## src/rtl/sha256_pkg.sv

```systemverilog
// Types, constants and a helper function of the SHA-256 byte stream hasher.
package sha256_pkg;

    localparam int unsigned WordW = 32;

    typedef logic [WordW-1:0] t_word;

    typedef enum logic [2:0] {
        ST_IDLE,
        ST_ROUND,
        ST_FINAL,
        ST_PAD,
        ST_EMIT
    } t_state;

    // Controls from the sequencer to the round unit.
    typedef struct packed {
        logic init;
        logic step;
        logic fold;
        logic restart;
    } t_rnd_ctrl;

    // Controls from the sequencer to the schedule window.
    typedef struct packed {
        logic       push;
        logic [7:0] byte_val;
        logic       step;
        logic       expand;
    } t_sch_ctrl;

    localparam logic [7:0] PadByte     = 8'h80;
    localparam logic [5:0] LenFill     = 6'd56;
    localparam logic [5:0] LastFill    = 6'd63;
    localparam logic [5:0] LastRound   = 6'd63;
    localparam logic [3:0] LenBytes    = 4'd8;
    localparam logic [2:0] LastWordIdx = 3'd7;

    localparam t_word InitH [0:7] = '{
        32'h6a09e667, 32'hbb67ae85, 32'h3c6ef372, 32'ha54ff53a,
        32'h510e527f, 32'h9b05688c, 32'h1f83d9ab, 32'h5be0cd19
    };

    localparam t_word RoundK [0:63] = '{
        32'h428a2f98, 32'h71374491, 32'hb5c0fbcf, 32'he9b5dba5,
        32'h3956c25b, 32'h59f111f1, 32'h923f82a4, 32'hab1c5ed5,
        32'hd807aa98, 32'h12835b01, 32'h243185be, 32'h550c7dc3,
        32'h72be5d74, 32'h80deb1fe, 32'h9bdc06a7, 32'hc19bf174,
        32'he49b69c1, 32'hefbe4786, 32'h0fc19dc6, 32'h240ca1cc,
        32'h2de92c6f, 32'h4a7484aa, 32'h5cb0a9dc, 32'h76f988da,
        32'h983e5152, 32'ha831c66d, 32'hb00327c8, 32'hbf597fc7,
        32'hc6e00bf3, 32'hd5a79147, 32'h06ca6351, 32'h14292967,
        32'h27b70a85, 32'h2e1b2138, 32'h4d2c6dfc, 32'h53380d13,
        32'h650a7354, 32'h766a0abb, 32'h81c2c92e, 32'h92722c85,
        32'ha2bfe8a1, 32'ha81a664b, 32'hc24b8b70, 32'hc76c51a3,
        32'hd192e819, 32'hd6990624, 32'hf40e3585, 32'h106aa070,
        32'h19a4c116, 32'h1e376c08, 32'h2748774c, 32'h34b0bcb5,
        32'h391c0cb3, 32'h4ed8aa4a, 32'h5b9cca4f, 32'h682e6ff3,
        32'h748f82ee, 32'h78a5636f, 32'h84c87814, 32'h8cc70208,
        32'h90befffa, 32'ha4506ceb, 32'hbef9a3f7, 32'hc67178f2
    };

    function automatic t_word rotr(input t_word x, input int unsigned n);
        return (x >> n) | (x << (WordW - n));
    endfunction

endpackage

```

## src/rtl/sha256_sched.sv

```systemverilog
// Message schedule window: collects block bytes and expands schedule words.
module sha256_sched (
    input  logic                  i_clk,
    input  sha256_pkg::t_sch_ctrl i_ctrl,
    output sha256_pkg::t_word     o_w
);

    // Word i of the window sits at bits [511-32*i -: 32]; word 0 is the oldest.
    logic [511:0] r_win;
    logic [511:0] n_win;

    sha256_pkg::t_word w0;
    sha256_pkg::t_word w1;
    sha256_pkg::t_word w9;
    sha256_pkg::t_word w14;
    sha256_pkg::t_word s0;
    sha256_pkg::t_word s1;

    assign w0  = r_win[511:480];
    assign w1  = r_win[479:448];
    assign w9  = r_win[223:192];
    assign w14 = r_win[63:32];

    assign s0 = sha256_pkg::rotr(w1, 7) ^ sha256_pkg::rotr(w1, 18) ^ (w1 >> 3);
    assign s1 = sha256_pkg::rotr(w14, 17) ^ sha256_pkg::rotr(w14, 19) ^ (w14 >> 10);

    // In the first sixteen rounds the window simply rotates the loaded words.
    assign o_w = i_ctrl.expand ? (w0 + s0 + w9 + s1) : w0;

    always_comb begin
        n_win = r_win;
        if (i_ctrl.push) begin
            n_win = {r_win[503:0], i_ctrl.byte_val};
        end else if (i_ctrl.step) begin
            n_win = {r_win[479:0], o_w};
        end
    end

    always_ff @(posedge i_clk) begin
        r_win <= n_win;
    end

endmodule

```

## src/rtl/sha256_round.sv

```systemverilog
// Shared round unit: working variables, chaining value and the final fold.
module sha256_round (
    input  logic                  i_clk,
    input  logic                  i_rst_n,
    input  sha256_pkg::t_rnd_ctrl i_ctrl,
    input  logic [5:0]            i_round,
    input  sha256_pkg::t_word     i_w,
    input  logic [2:0]            i_rd_index,
    output sha256_pkg::t_word     o_digest_word
);

    sha256_pkg::t_word r_h [0:7];
    sha256_pkg::t_word r_v [0:7];

    sha256_pkg::t_word big_s1;
    sha256_pkg::t_word big_s0;
    sha256_pkg::t_word ch;
    sha256_pkg::t_word maj;
    sha256_pkg::t_word t1;
    sha256_pkg::t_word t2;

    assign big_s1 = sha256_pkg::rotr(r_v[4], 6) ^ sha256_pkg::rotr(r_v[4], 11)
                  ^ sha256_pkg::rotr(r_v[4], 25);
    assign big_s0 = sha256_pkg::rotr(r_v[0], 2) ^ sha256_pkg::rotr(r_v[0], 13)
                  ^ sha256_pkg::rotr(r_v[0], 22);
    assign ch  = (r_v[4] & r_v[5]) ^ (~r_v[4] & r_v[6]);
    assign maj = (r_v[0] & r_v[1]) ^ (r_v[0] & r_v[2]) ^ (r_v[1] & r_v[2]);
    assign t1  = r_v[7] + big_s1 + ch + sha256_pkg::RoundK[i_round] + i_w;
    assign t2  = big_s0 + maj;

    assign o_digest_word = r_h[i_rd_index];

    always_ff @(posedge i_clk) begin
        if (!i_rst_n) begin
            r_h <= sha256_pkg::InitH;
        end else if (i_ctrl.restart) begin
            r_h <= sha256_pkg::InitH;
        end else if (i_ctrl.fold) begin
            for (int i = 0; i < 8; i++) begin
                r_h[i] <= r_h[i] + r_v[i];
            end
        end
    end

    always_ff @(posedge i_clk) begin
        if (i_ctrl.init) begin
            r_v <= r_h;
        end else if (i_ctrl.step) begin
            r_v[7] <= r_v[6];
            r_v[6] <= r_v[5];
            r_v[5] <= r_v[4];
            r_v[4] <= r_v[3] + t1;
            r_v[3] <= r_v[2];
            r_v[2] <= r_v[1];
            r_v[1] <= r_v[0];
            r_v[0] <= t1 + t2;
        end
    end

endmodule

```

## src/rtl/sha256_byte_stream_hasher_core.sv

```systemverilog
// Top level of the SHA-256 byte stream hasher: sequencer, counters and ports.
//
//  channel | handshake          | payload
//  --------+--------------------+-----------------------------------------------
//  in      | i_valid / o_ready  | i_data_byte, i_byte_present, i_end_message
//  out     | o_valid / i_ready  | o_digest_word, o_word_index, o_last_word
//
// An item that neither completes a block nor ends the message leaves the block ready for the next item.
// An item that completes a 64-byte block loads the last byte, runs 64 rounds through
// the single round unit and folds into the chaining value before the next item is taken.
// An ending item adds 9 to 72 padding bytes, one or two more compressions, and eight
// digest words, each held on the outputs for as long as i_ready is low.
// Reset returns the chaining value, byte count and bit length to their initial values.
module sha256_byte_stream_hasher_core (
    input  logic        i_clk,
    input  logic        i_rst_n,
    input  logic        i_valid,
    output logic        o_ready,
    input  logic [7:0]  i_data_byte,
    input  logic        i_byte_present,
    input  logic        i_end_message,
    output logic        o_valid,
    input  logic        i_ready,
    output logic [31:0] o_digest_word,
    output logic [2:0]  o_word_index,
    output logic        o_last_word
);

    sha256_pkg::t_state r_state;
    sha256_pkg::t_state n_state;
    logic [5:0]         r_fill;
    logic [5:0]         n_fill;
    logic [63:0]        r_bits;
    logic [63:0]        n_bits;
    logic [5:0]         r_round;
    logic [5:0]         n_round;
    logic               r_padding;
    logic               n_padding;
    logic               r_sent80;
    logic               n_sent80;
    logic [3:0]         r_len_cnt;
    logic [3:0]         n_len_cnt;
    logic [2:0]         r_word_idx;
    logic [2:0]         n_word_idx;

    sha256_pkg::t_sch_ctrl sch_ctrl;
    sha256_pkg::t_rnd_ctrl rnd_ctrl;
    sha256_pkg::t_word     sched_w;
    logic                  len_phase;
    logic [7:0]            len_byte;

    // The length goes out most significant byte first.
    assign len_byte  = r_bits[{~r_len_cnt[2:0], 3'b000} +: 8];
    assign len_phase = r_sent80 && ((r_fill == sha256_pkg::LenFill) || (r_len_cnt != 4'd0));

    always_comb begin
        n_state    = r_state;
        n_fill     = r_fill;
        n_bits     = r_bits;
        n_round    = r_round;
        n_padding  = r_padding;
        n_sent80   = r_sent80;
        n_len_cnt  = r_len_cnt;
        n_word_idx = r_word_idx;
        sch_ctrl   = '0;
        rnd_ctrl   = '0;
        o_ready    = 1'b0;
        o_valid    = 1'b0;

        case (r_state)
            sha256_pkg::ST_IDLE: begin
                o_ready = 1'b1;
                if (i_valid) begin
                    n_padding = i_end_message;
                    if (i_byte_present) begin
                        sch_ctrl.push     = 1'b1;
                        sch_ctrl.byte_val = i_data_byte;
                        n_fill            = r_fill + 6'd1;
                        n_bits            = r_bits + 64'd8;
                        if (r_fill == sha256_pkg::LastFill) begin
                            rnd_ctrl.init = 1'b1;
                            n_round       = 6'd0;
                            n_state       = sha256_pkg::ST_ROUND;
                        end else if (i_end_message) begin
                            n_state = sha256_pkg::ST_PAD;
                        end
                    end else if (i_end_message) begin
                        n_state = sha256_pkg::ST_PAD;
                    end
                end
            end
            sha256_pkg::ST_ROUND: begin
                sch_ctrl.step   = 1'b1;
                sch_ctrl.expand = (r_round[5:4] != 2'd0);
                rnd_ctrl.step   = 1'b1;
                n_round         = r_round + 6'd1;
                if (r_round == sha256_pkg::LastRound) begin
                    n_state = sha256_pkg::ST_FINAL;
                end
            end
            sha256_pkg::ST_FINAL: begin
                rnd_ctrl.fold = 1'b1;
                if (!r_padding) begin
                    n_state = sha256_pkg::ST_IDLE;
                end else if (r_len_cnt == sha256_pkg::LenBytes) begin
                    n_word_idx = 3'd0;
                    n_state    = sha256_pkg::ST_EMIT;
                end else begin
                    n_state = sha256_pkg::ST_PAD;
                end
            end
            sha256_pkg::ST_PAD: begin
                sch_ctrl.push = 1'b1;
                if (!r_sent80) begin
                    sch_ctrl.byte_val = sha256_pkg::PadByte;
                end else if (len_phase) begin
                    sch_ctrl.byte_val = len_byte;
                    n_len_cnt         = r_len_cnt + 4'd1;
                end else begin
                    sch_ctrl.byte_val = 8'h00;
                end
                n_sent80 = 1'b1;
                n_fill   = r_fill + 6'd1;
                if (r_fill == sha256_pkg::LastFill) begin
                    rnd_ctrl.init = 1'b1;
                    n_round       = 6'd0;
                    n_state       = sha256_pkg::ST_ROUND;
                end
            end
            sha256_pkg::ST_EMIT: begin
                o_valid = 1'b1;
                if (i_ready) begin
                    n_word_idx = r_word_idx + 3'd1;
                    if (r_word_idx == sha256_pkg::LastWordIdx) begin
                        rnd_ctrl.restart = 1'b1;
                        n_bits           = 64'd0;
                        n_fill           = 6'd0;
                        n_padding        = 1'b0;
                        n_sent80         = 1'b0;
                        n_len_cnt        = 4'd0;
                        n_state          = sha256_pkg::ST_IDLE;
                    end
                end
            end
            default: begin
                n_state = sha256_pkg::ST_IDLE;
            end
        endcase
    end

    always_ff @(posedge i_clk) begin
        if (!i_rst_n) begin
            r_state    <= sha256_pkg::ST_IDLE;
            r_fill     <= 6'd0;
            r_bits     <= 64'd0;
            r_round    <= 6'd0;
            r_padding  <= 1'b0;
            r_sent80   <= 1'b0;
            r_len_cnt  <= 4'd0;
            r_word_idx <= 3'd0;
        end else begin
            r_state    <= n_state;
            r_fill     <= n_fill;
            r_bits     <= n_bits;
            r_round    <= n_round;
            r_padding  <= n_padding;
            r_sent80   <= n_sent80;
            r_len_cnt  <= n_len_cnt;
            r_word_idx <= n_word_idx;
        end
    end

    sha256_sched u_sched (
        .i_clk  (i_clk),
        .i_ctrl (sch_ctrl),
        .o_w    (sched_w)
    );

    sha256_round u_round (
        .i_clk         (i_clk),
        .i_rst_n       (i_rst_n),
        .i_ctrl        (rnd_ctrl),
        .i_round       (r_round),
        .i_w           (sched_w),
        .i_rd_index    (r_word_idx),
        .o_digest_word (o_digest_word)
    );

    assign o_word_index = r_word_idx;
    assign o_last_word  = (r_word_idx == sha256_pkg::LastWordIdx);

endmodule

```

## config.mk

```make
export PLATFORM = sky130hd
export DESIGN_NAME = sha256_byte_stream_hasher_core
export DESIGN_NICKNAME = d
export VERILOG_FILES = /design/src/rtl/sha256_pkg.sv /design/src/rtl/sha256_sched.sv /design/src/rtl/sha256_round.sv /design/src/rtl/sha256_byte_stream_hasher_core.sv
export SDC_FILE = /design/constraint.sdc
export NUM_CORES = 2
export LEC_CHECK = 0
export BUFFER_PORTS_ARGS = -buffer_cell sky130_fd_sc_hd__buf_2
export CORE_ASPECT_RATIO = 1.1
export CORE_MARGIN = 2
export CORE_UTILIZATION = 40
export CTS_CLUSTER_SIZE = 20
export DETAILED_ROUTE_END_ITERATION = 6
export GPL_TIMING_DRIVEN = 1
export PLACE_DENSITY = 0.66
export SLEW_MARGIN = 20
export SYNTH_ARGS = -nofsm -noshare
export SYNTH_HDL_FRONTEND = slang
export SYNTH_SLANG_ARGS = --single-unit
```

## constraint.sdc

```tcl
create_clock -name i_clk -period 41.3 [get_ports i_clk]
set_clock_uncertainty 0.05 [all_clocks]
set_input_delay 2.065 -clock i_clk [delete_from_list [all_inputs] [get_ports i_clk]]
set_output_delay 2.065 -clock i_clk [all_outputs]
set_load 0.01 [all_outputs]
```

==> results.sh <==
export IMPL_grt_overflow=0
export IMPL_grt_pass1_vias=59377
export IMPL_io_buffer_count=51
export IMPL_min_period_ns=10.31
export IMPL_dpl_worst_slack_ns=30.97
export IMPL_end_kind="register"
export IMPL_cpMaxStageDelayCell="ha_1"
export IMPL_wl_per_cell_um=22.15
export IMPL_drive_gt1_share_pct=6.414
export IMPL_cts_root_buf="clkbuf_16"
export IMPL_hp_class="reg2reg"
export IMPL_cts_tree="built"
export IMPL_max_stage_delay_ns=0.62
export IMPL_cts_buffers=131
export IMPL_slew_headroom_pct=16.17
export IMPL_cts_sinks=1109
export IMPL_post_cts_resized=0
export IMPL_core_area_sq_um=186100
export IMPL_slew_viol_final=0
export IMPL_tightest_slew_ns=1.257
export IMPL_nets=8835
export IMPL_n_fill_cell=17981
export IMPL_synth_top_area_share_pct=30.78
export IMPL_synth_area_sq_um=74920
export IMPL_ff2ff_path_depth=35
export IMPL_fp_dieW_um=416.6
export IMPL_rsz0062_at_grt="false"
export IMPL_io_pins=52
export IMPL_cts_setup_buffers=0
export IMPL_drt_wl_total_um=238500
export IMPL_antenna_found_initial=4
export IMPL_period_share_pct=24.97
export IMPL_crit_required_ns=41.75
export IMPL_start_util_pct=40.26
export IMPL_syn_inst=8432
export IMPL_drc=0
export IMPL_worst_slack_ns=30.99
export IMPL_hp_start="u_round.r_h[139]"
export IMPL_synth_edf_count=768
export IMPL_synth_most_common_cell="nand2_1"
export IMPL_grt_max_degree=245
export IMPL_ctsHoldBuffers=0
export IMPL_synth_nets=9048
export IMPL_ys_types=98
export IMPL_synth_flop_cell="edfxtp_1"
export IMPL_ys_seq_area_share_pct=39.89
export IMPL_fmax_ghz=0.09698
export IMPL_path_clk_slew_ns=0.06
export IMPL_first_iter_violations=5886
export IMPL_setup_viol=0
export IMPL_whs_ns=0.4400
export IMPL_critPathArrivalTime_ns=10.76
export IMPL_syn_area_per_cell_sq_um=8.885
export IMPL_drtAntennaViolNets=0
export IMPL_firstDrtPassIters=6
export IMPL_cp_num_buf_inv=6
export IMPL_drv_cap=0
export IMPL_hold_viol_final=0
export IMPL_hold_path_depth=2
export IMPL_critPathKind="reg2reg"
export IMPL_synth_largest_area_cell="edfxtp_1"
export IMPL_r2r_slack_ns=30.99
export IMPL_place_congestion=0.9803
export IMPL_holdPathEnd="u_round.r_h[139]"
export IMPL_cp_max_fo=30
export IMPL_grt_pass1_wl_um=360100
export IMPL_cts_max_level=4
export IMPL_r2r_start="r_round[0]"
export IMPL_vias_per_cell=5.634
export IMPL_clk_latency_ns=0.81
export IMPL_dieArea_sq_um=190800
export IMPL_globalRouteTotalUtil_pct=24.49
export IMPL_reg2reg_to="u_round.r_v[253]"
export IMPL_area_growth_syn_to_layout_pct=9.053
export IMPL_async_flop_share_pct=0
export IMPL_yosysWarnings=0
export IMPL_vias=60647
export IMPL_yosys_top_cells_count="nand2_1 (2538), edfxtp_1 (768), a21oi_1 (499)"
export IMPL_tns_ns=0
export IMPL_placed_cells=10522
export IMPL_start_kind="register"
export IMPL_critPathTopFamily="compound AO/OA/AOI/OAI gates"
export IMPL_dpl_hpwl_um=173500
export IMPL_status="finished, final reports clean"
export IMPL_synth_seq_cells=1109
export IMPL_die_h_um=457.9
export IMPL_rows=166
export IMPL_synth_area_top_cells="edfxtp_1 (31%), nand2_1 (13%), dfxtp_1 (9.1%), ha_1 (6.8%), fa_1 (5.2%)"
export IMPL_fin_cells=10765
export IMPL_clock_path_buffers=3
-- cells in the final DEF (no fill, tap or decap), types with 63 or more instances in the layout --
master / n
nand3_1: 117
xor2_1: 241
clkbuf_16: 133
nor2b_1: 63
o211ai_1: 112
edfxtp_1: 768
a21oi_1: 497
mux4_2: 84
inv_1: 366
xnor2_1: 382
nor2_1: 379
dfxtp_1: 334
nand2_1: 2535
buf_4: 75
nor3_1: 67
fa_1: 195
o21ai_0: 342
a21o_1: 194
ha_1: 407
-- cells by family after synthesis --
group | Yosys count | synth area share [%]
buf+inv | 848 | 4.287
simple gates | 3447 | 18.86
fa+ha+maj | 607 | 12.07
xor+xnor | 624 | 7.313
mux | 182 | 3.918
compound gates | 1615 | 13.65
flops | 1109 | 39.89
-- worst register-to-register path: cells and delay by family (launching register included) --
family | cells | cell delay, ns
AOI/OAI and AO/OA | 15 | 3.87
buffers and inverters | 6 | 0.94
xor gates and xnor gates | 2 | 0.31
DFF | 1 | 0.30
adders and majority gates | 8 | 3.62
muxes | 1 | 0.48
and+or+nand+nor | 3 | 0.43
-- final cells by class --
type | instances | area, sq um | area share (%)
Multi-Input combinational cell | 6475 | 41930 | 51.32
Sequential cell | 1109 | 29900 | 36.60
Clock buffer | 166 | 3512 | 4.299
Tap cell | 2436 | 3048 | 3.731
Inverter | 369 | 1393 | 1.704
Clock inverter | 74 | 968.4 | 1.185
Timing Repair Buffer | 133 | 940.9 | 1.152
Antenna cell | 3 | 7.507 | 0.009189
-- registers in the layout, summed over array words and instances (netlist names) --
register       flops
o_word_index       3
r_bits            61
r_fill             6
r_len_cnt          4
r_padding          1
r_round            6
r_sent80           1
r_state            3
u_round.r_h      256
u_round.r_v      256
u_sched.r_win    512
-- per-stage QoR --
step,area (sq um),util [%]
after floorplan,74920,-
after global placement,77190,41.48
after detailed placement,77200,41.48
after CTS,81680,43.89
after global routing,81700,43.90
final,81700,43.90
-- metal layers --
| metal | global-route usage, % | wire, um | part of all wire (%) |
|---|---|---|---|
| met5 | 0 | 0 | 0 |
| met4 | 13.78 | 14840 | 6.2 |
| met1 | 30.10 | 94900 | 40 |
| met2 | 41.25 | 114400 | 48 |
| met3 | 3.417 | 14350 | 6.0 |
-- how the worst max path moves through the flow --
| stage | from | to | slack [ns] | depth (start not counted) |
|---|---|---|---|---|
| floorplan | i_valid | u_round.r_v[0] | 25.23 | 4 |
| global placement | u_sched.r_win[52] | u_round.r_v[254] | 30.99 | 41 |
| detailed placement | r_round[0] | u_round.r_v[253] | 30.97 | 35 |
| CTS | r_round[0] | u_round.r_v[253] | 30.90 | 35 |
| global route | r_round[0] | u_round.r_v[255] | 30.49 | 35 |
| finish | r_round[0] | u_round.r_v[253] | 30.99 | 35 |
Power is not shown: default switching activity piles up to over one toggle a cycle in this logic, so the estimate is an artifact.
